### src/rtl/bphd_pkg.sv
// shared types and constants for the button press and hold detector
package bphd_pkg;

    localparam int unsigned NUM_BUTTONS_DEF = 2;
    localparam int unsigned AGE_W           = 16;
    localparam int unsigned APB_ADDR_W      = 4;
    localparam int unsigned APB_DATA_W      = 32;

    localparam logic [AGE_W-1:0] AGE_MAX        = '1;
    localparam logic [AGE_W-1:0] DEBOUNCE_RST   = 16'd40;
    localparam logic [AGE_W-1:0] HOLD_RST       = 16'd500;
    localparam logic             ACTIVE_LOW_RST = 1'b1;

    typedef enum logic [1:0] {
        REG_DEBOUNCE   = 2'd0,
        REG_HOLD       = 2'd1,
        REG_ACTIVE_LOW = 2'd2,
        REG_ENABLE     = 2'd3
    } t_reg_idx;

    // settings shared by every button
    typedef struct packed {
        logic [AGE_W-1:0] debounce_ticks;
        logic [AGE_W-1:0] hold_ticks;
        logic             active_low;
    } t_cell_cfg;

    // per-button result of one tick
    typedef struct packed {
        logic press;
        logic hold;
        logic held;
    } t_cell_ev;

    function automatic logic [AGE_W-1:0] sat_inc(input logic [AGE_W-1:0] v);
        return (v == AGE_MAX) ? AGE_MAX : v + 1'b1;
    endfunction

endpackage

### src/rtl/button_press_hold_detector.sv
// button press and hold detector: config registers, button cells, output skid
// results: registered in the output register, or in the skid entry while the output stalls
// throughput: one request per clock while the skid entry is empty; the per-button update is
// compares and saturating 16-bit counters, and a two-entry output buffer takes stalls
// reset: synchronous active-low; config returns to 40/500/active low/all enabled,
// every button released and armed with ages at zero, output buffer empty
module button_press_hold_detector #(
    parameter int unsigned NUM_BUTTONS = bphd_pkg::NUM_BUTTONS_DEF
) (
    input  logic                              i_clk,
    input  logic                              i_rst_n,

    input  logic                              i_in_valid,
    output logic                              o_in_stall,
    input  logic [NUM_BUTTONS-1:0]            i_raw_levels,

    output logic                              o_out_valid,
    input  logic                              i_out_stall,
    output logic [NUM_BUTTONS-1:0]            o_press_events,
    output logic [NUM_BUTTONS-1:0]            o_hold_events,
    output logic [NUM_BUTTONS-1:0]            o_held_now,

    input  logic                              psel,
    input  logic                              penable,
    input  logic                              pwrite,
    input  logic [bphd_pkg::APB_ADDR_W-1:0]   paddr,
    input  logic [bphd_pkg::APB_DATA_W-1:0]   pwdata,
    output logic [bphd_pkg::APB_DATA_W-1:0]   prdata,
    output logic                              pready
);

    // configuration registers
    logic [bphd_pkg::AGE_W-1:0] r_debounce;
    logic [bphd_pkg::AGE_W-1:0] r_hold;
    logic                       r_active_low;
    logic [NUM_BUTTONS-1:0]     r_enable;

    bphd_pkg::t_reg_idx         reg_idx;
    logic                       cfg_wr;

    assign pready  = 1'b1;
    assign reg_idx = bphd_pkg::t_reg_idx'(paddr[3:2]);
    assign cfg_wr  = psel & penable & pwrite;

    always_ff @(posedge i_clk) begin
        if (!i_rst_n) begin
            r_debounce   <= bphd_pkg::DEBOUNCE_RST;
            r_hold       <= bphd_pkg::HOLD_RST;
            r_active_low <= bphd_pkg::ACTIVE_LOW_RST;
            r_enable     <= '1;
        end else if (cfg_wr) begin
            unique case (reg_idx)
                bphd_pkg::REG_DEBOUNCE:   r_debounce   <= pwdata[bphd_pkg::AGE_W-1:0];
                bphd_pkg::REG_HOLD:       r_hold       <= pwdata[bphd_pkg::AGE_W-1:0];
                bphd_pkg::REG_ACTIVE_LOW: r_active_low <= pwdata[0];
                bphd_pkg::REG_ENABLE:     r_enable     <= pwdata[NUM_BUTTONS-1:0];
                default: ;
            endcase
        end
    end

    always_comb begin
        prdata = '0;
        unique case (reg_idx)
            bphd_pkg::REG_DEBOUNCE:   prdata[bphd_pkg::AGE_W-1:0] = r_debounce;
            bphd_pkg::REG_HOLD:       prdata[bphd_pkg::AGE_W-1:0] = r_hold;
            bphd_pkg::REG_ACTIVE_LOW: prdata[0] = r_active_low;
            bphd_pkg::REG_ENABLE:     prdata[NUM_BUTTONS-1:0] = r_enable;
            default: ;
        endcase
    end

    // handshake and output buffer
    logic                   r_out_valid;
    logic                   r_skid_valid;
    logic [NUM_BUTTONS-1:0] r_out_press, r_out_hold, r_out_held;
    logic [NUM_BUTTONS-1:0] r_skid_press, r_skid_hold, r_skid_held;
    logic [NUM_BUTTONS-1:0] n_press, n_hold, n_held;
    logic                   in_acc;
    logic                   out_take;
    logic                   out_free;

    assign o_in_stall = r_skid_valid;
    assign in_acc     = i_in_valid & ~r_skid_valid;
    assign out_take   = r_out_valid & ~i_out_stall;
    assign out_free   = ~r_out_valid | out_take;

    bphd_pkg::t_cell_cfg cell_cfg;
    assign cell_cfg.debounce_ticks = r_debounce;
    assign cell_cfg.hold_ticks     = r_hold;
    assign cell_cfg.active_low     = r_active_low;

    for (genvar g = 0; g < NUM_BUTTONS; g++) begin : g_btn
        bphd_pkg::t_cell_ev ev;

        bphd_cell u_cell (
            .i_clk    (i_clk),
            .i_rst_n  (i_rst_n),
            .i_step   (in_acc),
            .i_level  (i_raw_levels[g]),
            .i_enable (r_enable[g]),
            .i_cfg    (cell_cfg),
            .o_ev     (ev)
        );

        assign n_press[g] = ev.press;
        assign n_hold[g]  = ev.hold;
        assign n_held[g]  = ev.held;
    end

    always_ff @(posedge i_clk) begin
        if (!i_rst_n) begin
            r_out_valid  <= 1'b0;
            r_skid_valid <= 1'b0;
        end else begin
            if (r_skid_valid) begin
                if (out_free) begin
                    r_skid_valid <= 1'b0;
                end
            end else if (in_acc && !out_free) begin
                r_skid_valid <= 1'b1;
            end
            if (r_skid_valid || in_acc) begin
                if (out_free) begin
                    r_out_valid <= 1'b1;
                end
            end else if (out_take) begin
                r_out_valid <= 1'b0;
            end
        end
    end

    // skid drains into the output first; new requests arrive only when it is empty
    always_ff @(posedge i_clk) begin
        if (r_skid_valid && out_free) begin
            r_out_press <= r_skid_press;
            r_out_hold  <= r_skid_hold;
            r_out_held  <= r_skid_held;
        end else if (in_acc && out_free) begin
            r_out_press <= n_press;
            r_out_hold  <= n_hold;
            r_out_held  <= n_held;
        end
        if (in_acc && !out_free) begin
            r_skid_press <= n_press;
            r_skid_hold  <= n_hold;
            r_skid_held  <= n_held;
        end
    end

    assign o_out_valid    = r_out_valid;
    assign o_press_events = r_out_press;
    assign o_hold_events  = r_out_hold;
    assign o_held_now     = r_out_held;

    a_press_means_held: assert property (@(posedge i_clk) disable iff (!i_rst_n)
        r_out_valid |-> ((r_out_press & ~r_out_held) == '0))
        else $error("press event on a button not held");

    a_hold_means_held: assert property (@(posedge i_clk) disable iff (!i_rst_n)
        r_out_valid |-> ((r_out_hold & ~r_out_held) == '0))
        else $error("hold event on a button not held");

    a_skid_behind_out: assert property (@(posedge i_clk) disable iff (!i_rst_n)
        r_skid_valid |-> r_out_valid)
        else $error("skid entry without an output entry");

    a_accept_gives_result: assert property (@(posedge i_clk) disable iff (!i_rst_n)
        (i_in_valid && !o_in_stall) |=> o_out_valid)
        else $error("accepted request left no result");

endmodule

### src/rtl/bphd_cell.sv
// per-button debounce, press and hold tracking
module bphd_cell (
    input  logic                i_clk,
    input  logic                i_rst_n,
    input  logic                i_step,
    input  logic                i_level,
    input  logic                i_enable,
    input  bphd_pkg::t_cell_cfg i_cfg,
    output bphd_pkg::t_cell_ev  o_ev
);

    logic                        r_last_level, n_last_level;
    logic [bphd_pkg::AGE_W-1:0]  r_flip_age,   n_flip_age;
    logic                        r_armed,      n_armed;
    logic                        r_pressed,    n_pressed;
    logic [bphd_pkg::AGE_W-1:0]  r_press_age,  n_press_age;
    logic                        r_hold_sent,  n_hold_sent;

    logic [bphd_pkg::AGE_W-1:0]  fa_inc;
    logic [bphd_pkg::AGE_W-1:0]  pa_inc;
    logic                        active;
    logic                        do_release;
    logic                        do_press;
    logic                        do_hold;

    always_comb begin
        fa_inc       = bphd_pkg::sat_inc(r_flip_age);
        pa_inc       = bphd_pkg::sat_inc(r_press_age);
        active       = i_cfg.active_low ? ~i_level : i_level;

        n_last_level = r_last_level;
        n_flip_age   = fa_inc;
        n_armed      = r_armed;
        n_pressed    = r_pressed;
        n_press_age  = pa_inc;
        n_hold_sent  = r_hold_sent;
        do_release   = 1'b0;
        do_press     = 1'b0;
        do_hold      = 1'b0;

        // a disabled button keeps its flags, only the ages run on
        if (i_enable) begin
            if (i_level != r_last_level) begin
                n_last_level = i_level;
                n_flip_age   = '0;
            end
            do_release = ~active & r_pressed;
            do_press   = active & ~r_pressed & r_armed & (n_flip_age > i_cfg.debounce_ticks);
            if (do_release) begin
                n_pressed = 1'b0;
                n_armed   = 1'b1;
            end else if (do_press) begin
                n_pressed   = 1'b1;
                n_armed     = 1'b0;
                n_press_age = '0;
                n_hold_sent = 1'b0;
            end
            do_hold = n_pressed & ~n_hold_sent & (n_press_age >= i_cfg.hold_ticks);
            if (do_hold) begin
                n_hold_sent = 1'b1;
            end
        end

        o_ev.press = do_press;
        o_ev.hold  = do_hold;
        o_ev.held  = i_enable & n_pressed;
    end

    always_ff @(posedge i_clk) begin
        if (!i_rst_n) begin
            r_last_level <= 1'b1;
            r_flip_age   <= '0;
            r_armed      <= 1'b1;
            r_pressed    <= 1'b0;
            r_press_age  <= '0;
            r_hold_sent  <= 1'b0;
        end else if (i_step) begin
            r_last_level <= n_last_level;
            r_flip_age   <= n_flip_age;
            r_armed      <= n_armed;
            r_pressed    <= n_pressed;
            r_press_age  <= n_press_age;
            r_hold_sent  <= n_hold_sent;
        end
    end

endmodule
### config.mk
export PLATFORM = sky130hd
export DESIGN_NAME = button_press_hold_detector
export DESIGN_NICKNAME = d
export VERILOG_FILES = /design/src/rtl/bphd_pkg.sv /design/src/rtl/button_press_hold_detector.sv /design/src/rtl/bphd_cell.sv
export SDC_FILE = /design/constraint.sdc
export NUM_CORES = 1
export LEC_CHECK = 0
export BUFFER_PORTS_ARGS = -buffer_cell sky130_fd_sc_hd__buf_2
export CAP_MARGIN = 20
export CORE_ASPECT_RATIO = 0.5
export CORE_UTILIZATION = 35
export DETAILED_ROUTE_END_ITERATION = 10
export SETUP_SLACK_MARGIN = 0.1
export SLEW_MARGIN = 5
export SYNTH_ARGS = -nofsm -noshare
export SYNTH_HDL_FRONTEND = slang
export SYNTH_HIERARCHICAL = 1
export SYNTH_SLANG_ARGS = --single-unit
### constraint.sdc
create_clock -name i_clk -period 7.78 [get_ports i_clk]
set_input_delay 0 -clock i_clk [delete_from_list [all_inputs] [get_ports i_clk]]
set_output_delay 0 -clock i_clk [all_outputs]
set_load 0.02 [all_outputs]
==> out/qor.csv <==
metric,value,unit
drt pass-1 iters,5,
routed via count,7913,
synth unique cells,81,
share of layout cells above drive strength 1,10.8,%
Total Nets Final,1254,
CTS tree,built,
Clock Skew,0.0110,ns
crit path capture type,register,
max-slew violations,0,
DRC viols,0,
crit-path cells,ha_1 > nand3_1 > or3_1 > a21oi_1 > ha_1 > nand4_2 > a2111oi_1 > o31a_1 > a21oi_1 > ha_1 > a21oi_1 > nor2_1 > a211oi_1 > o211ai_1 > a211oi_1 > nor2_1 > mux2_2,
status,"finished, final reports clean",
first-pass GRT wire length,37.8,mm
CTS resizes,0,
Final Setup Violations,0,
post-synthesis cell area,8740,um2
gr usage total,18.5,%
ranking of synthesized cells by area,"dfxtp_1, ha_1, a21oi_1",
Root Driver,clkbuf_16,
post-synth top area share,25.0,%
htree depth,4,
clock buffer depth,2,
area delta synth->final,13.8,%
vias in the first global route,7347,
period utilization,72.1,%
cell type with the largest total area after synthesis,dfxtp_1,
Die ar.,25700,um2
drt total wl,23.1,mm
Tightest Pin Transition,1.02,ns
R2R cell count,17,
Gate Count Post-Synth,1103,
core area,24300,um2
CTS Buf Count,17,
ys async rst share,0,%
HP Class,in2reg,
HPWL after DPL,16.6,mm
clock-pin slew on the worst setup and hold paths,0.06,ns
startpoint class of the critical path,register,
Congestion Overflow GR,0,
clock tree sinks,121,
initial antenna violation count,1,
fin crit period,5.61,ns
slowest cell on the critical path,or3_1,
setup_tns,0,ns
I/O Buffers,50,
Initial Util,36.0,%
CP arrival,5.78,ns
Power Density,169,nW/um2
Worst Path Required,7.95,ns
DIE HEIGHT,114,um
RR Startpoint,g_btn[0].u_cell/r_flip_age[0],
HP Start,penable,
Post-Synthesis Mean Instance Area,7.93,um2
Initial DRC Count,471,
Rows,40,
antenna-violating nets left,0,
"flops & latches, synth",121,
number of flops mapped to enable cells by yosys,12,
routed len/inst,15.5,um
hold path cells,3,
setup bufs post-CTS,0,
clock latency on the worst-skew pair,0.42,ns
critical path's largest stage delay,0.69,ns
Synth top cells by count,"nand2_1, dfxtp_1, a21oi_1, inv_1, nor2_1",
I/O Pins,86,
most common flop cell mapped by yosys,dfxtp_1,
CP startpoint,g_btn[0].u_cell/r_flip_age[0],
synth warn,6,
most frequent cell after synthesis,nand2_1,
Critical Path Fanout Max,19,
Slew HR,31.7,%
worst r2r dst,o_hold_events[0],
Die X,226,um
Max-Cap Viols,0,
LEAKAGE,4.22,nW
Worst Hold Margin,0.00406,ns
Max IR drop VDD,153,uV
largest net degree at the start of global routing,67,
vias per cell,5.31,
Fin. Hold Viols,0,
Reg2Reg Setup Slack,2.17,ns
WHS Endpoint,r_active_low,
part of the Yosys area used for sequential elements,29.1,%
unrepaired setup endpoints after global routing,false,
RePlAce Congestion,0.890,
kind of critical path,reg2reg,
Fmax,0.178,GHz
registers in the layout, indices dropped and copies added (netlist names), 16 cells and up:
register / count
g_btn.u_cell/r_flip_age: 32
g_btn.u_cell/r_press_age: 32
r_debounce: 16
r_hold: 16
per-stage QoR:
step                      worst slack, ns  instance area (um2)  instances  total power [mW]  utilization [%]
after detailed placement             2.23                 9090       1435             0.820             37.4
after global routing                 1.64                 9950       1491              1.74             41.0
final                                2.17                 9950       1491              1.68             41.0
after floorplan                      2.96                 8800       1118             0.781                -
after CTS                            2.20                 9930       1488              1.69             40.9
after global placement               2.37                 9080       1434             0.816             37.4
cell usage in the layout (no fill, tap or decap), types with 18 or more instances in the layout:
| cell | Yosys | layout |
|---|---|---|
| nand2_1 | 120 | 120 |
| dfxtp_1 | 109 | 109 |
| a21oi_1 | 102 | 102 |
| inv_1 | 84 | 84 |
| nor2_1 | 79 | 79 |
| ha_1 | 68 | 68 |
| o21ai_0 | 65 | 65 |
| buf_2 | 17 | 50 |
| mux2i_1 | 42 | 42 |
| nand3_1 | 36 | 36 |
| xnor2_1 | 22 | 22 |
| dlygate4sd3_1 | 0 | 21 |
| nand4_1 | 20 | 20 |
| nor3_1 | 19 | 19 |
| a31oi_1 | 18 | 18 |
cell type report:
type / count / area, um2
antenna: 1 / 2.50
clock buffer: 18 / 429
clock inverter: 14 / 204
fill: 2410 / 14300
inverter: 86 / 323
multi-input combinational: 837 / 5510
sequential: 121 / 2540
tap: 336 / 420
timing repair buffer: 78 / 517
critical path, delay by kind of cell, from the launching register on:
| family | cells | cell delay [ns] |
|---|---|---|
| compound gates | 8 | 2.47 |
| mux | 1 | 0.28 |
| flops | 1 | 0.47 |
| fa+ha+maj | 3 | 0.85 |
| simple gates | 5 | 1.28 |
where the power goes:
part / internal [mW] / total [mW] / switching (mW)
Sequential: 0.640 / 0.653 / 0.0126
Clock: 0.565 / 0.862 / 0.297
Combinational: 0.0582 / 0.165 / 0.107
per-layer routing:
layer	global-route usage, %	vias to the layer above	wire length [um]
li1	-	3986	-
met1	25.0	3723	11200
met2	30.0	180	10600
met3	3.43	24	864
met4	5.80	0	404
met5	0	-	0
cells by family (layout without fill, tap and decap cells):
kind of cell	count (synthesis)	after routing	share of synthesized area, %
compound gates	289	289	20.6
xor+xnor	38	38	3.81
fa+ha+maj	68	68	9.73
buf+inv	160	196	8.61
flops	121	121	29.1
mux	51	51	6.10
other cells	2	18	0.0859
simple gates	374	374	22.0
worst max-delay path by stage:
stage	slack (ns)	depth (start not counted)	end
final	2.17	17	o_hold_events[0]
after global routing	1.64	18	o_hold_events[0]
after CTS	2.20	17	o_hold_events[0]
after detailed placement	2.23	17	o_hold_events[0]
after global placement	2.37	17	o_hold_events[0]
after floorplan	2.96	23	o_hold_events[0]
repair_timing:
item,in CTS,in global routing
endpoints found under the setup margin,0,0
hold buffers,21,0
endpoints found under the hold margin,39,0
(Power assumes the default switching activity.)
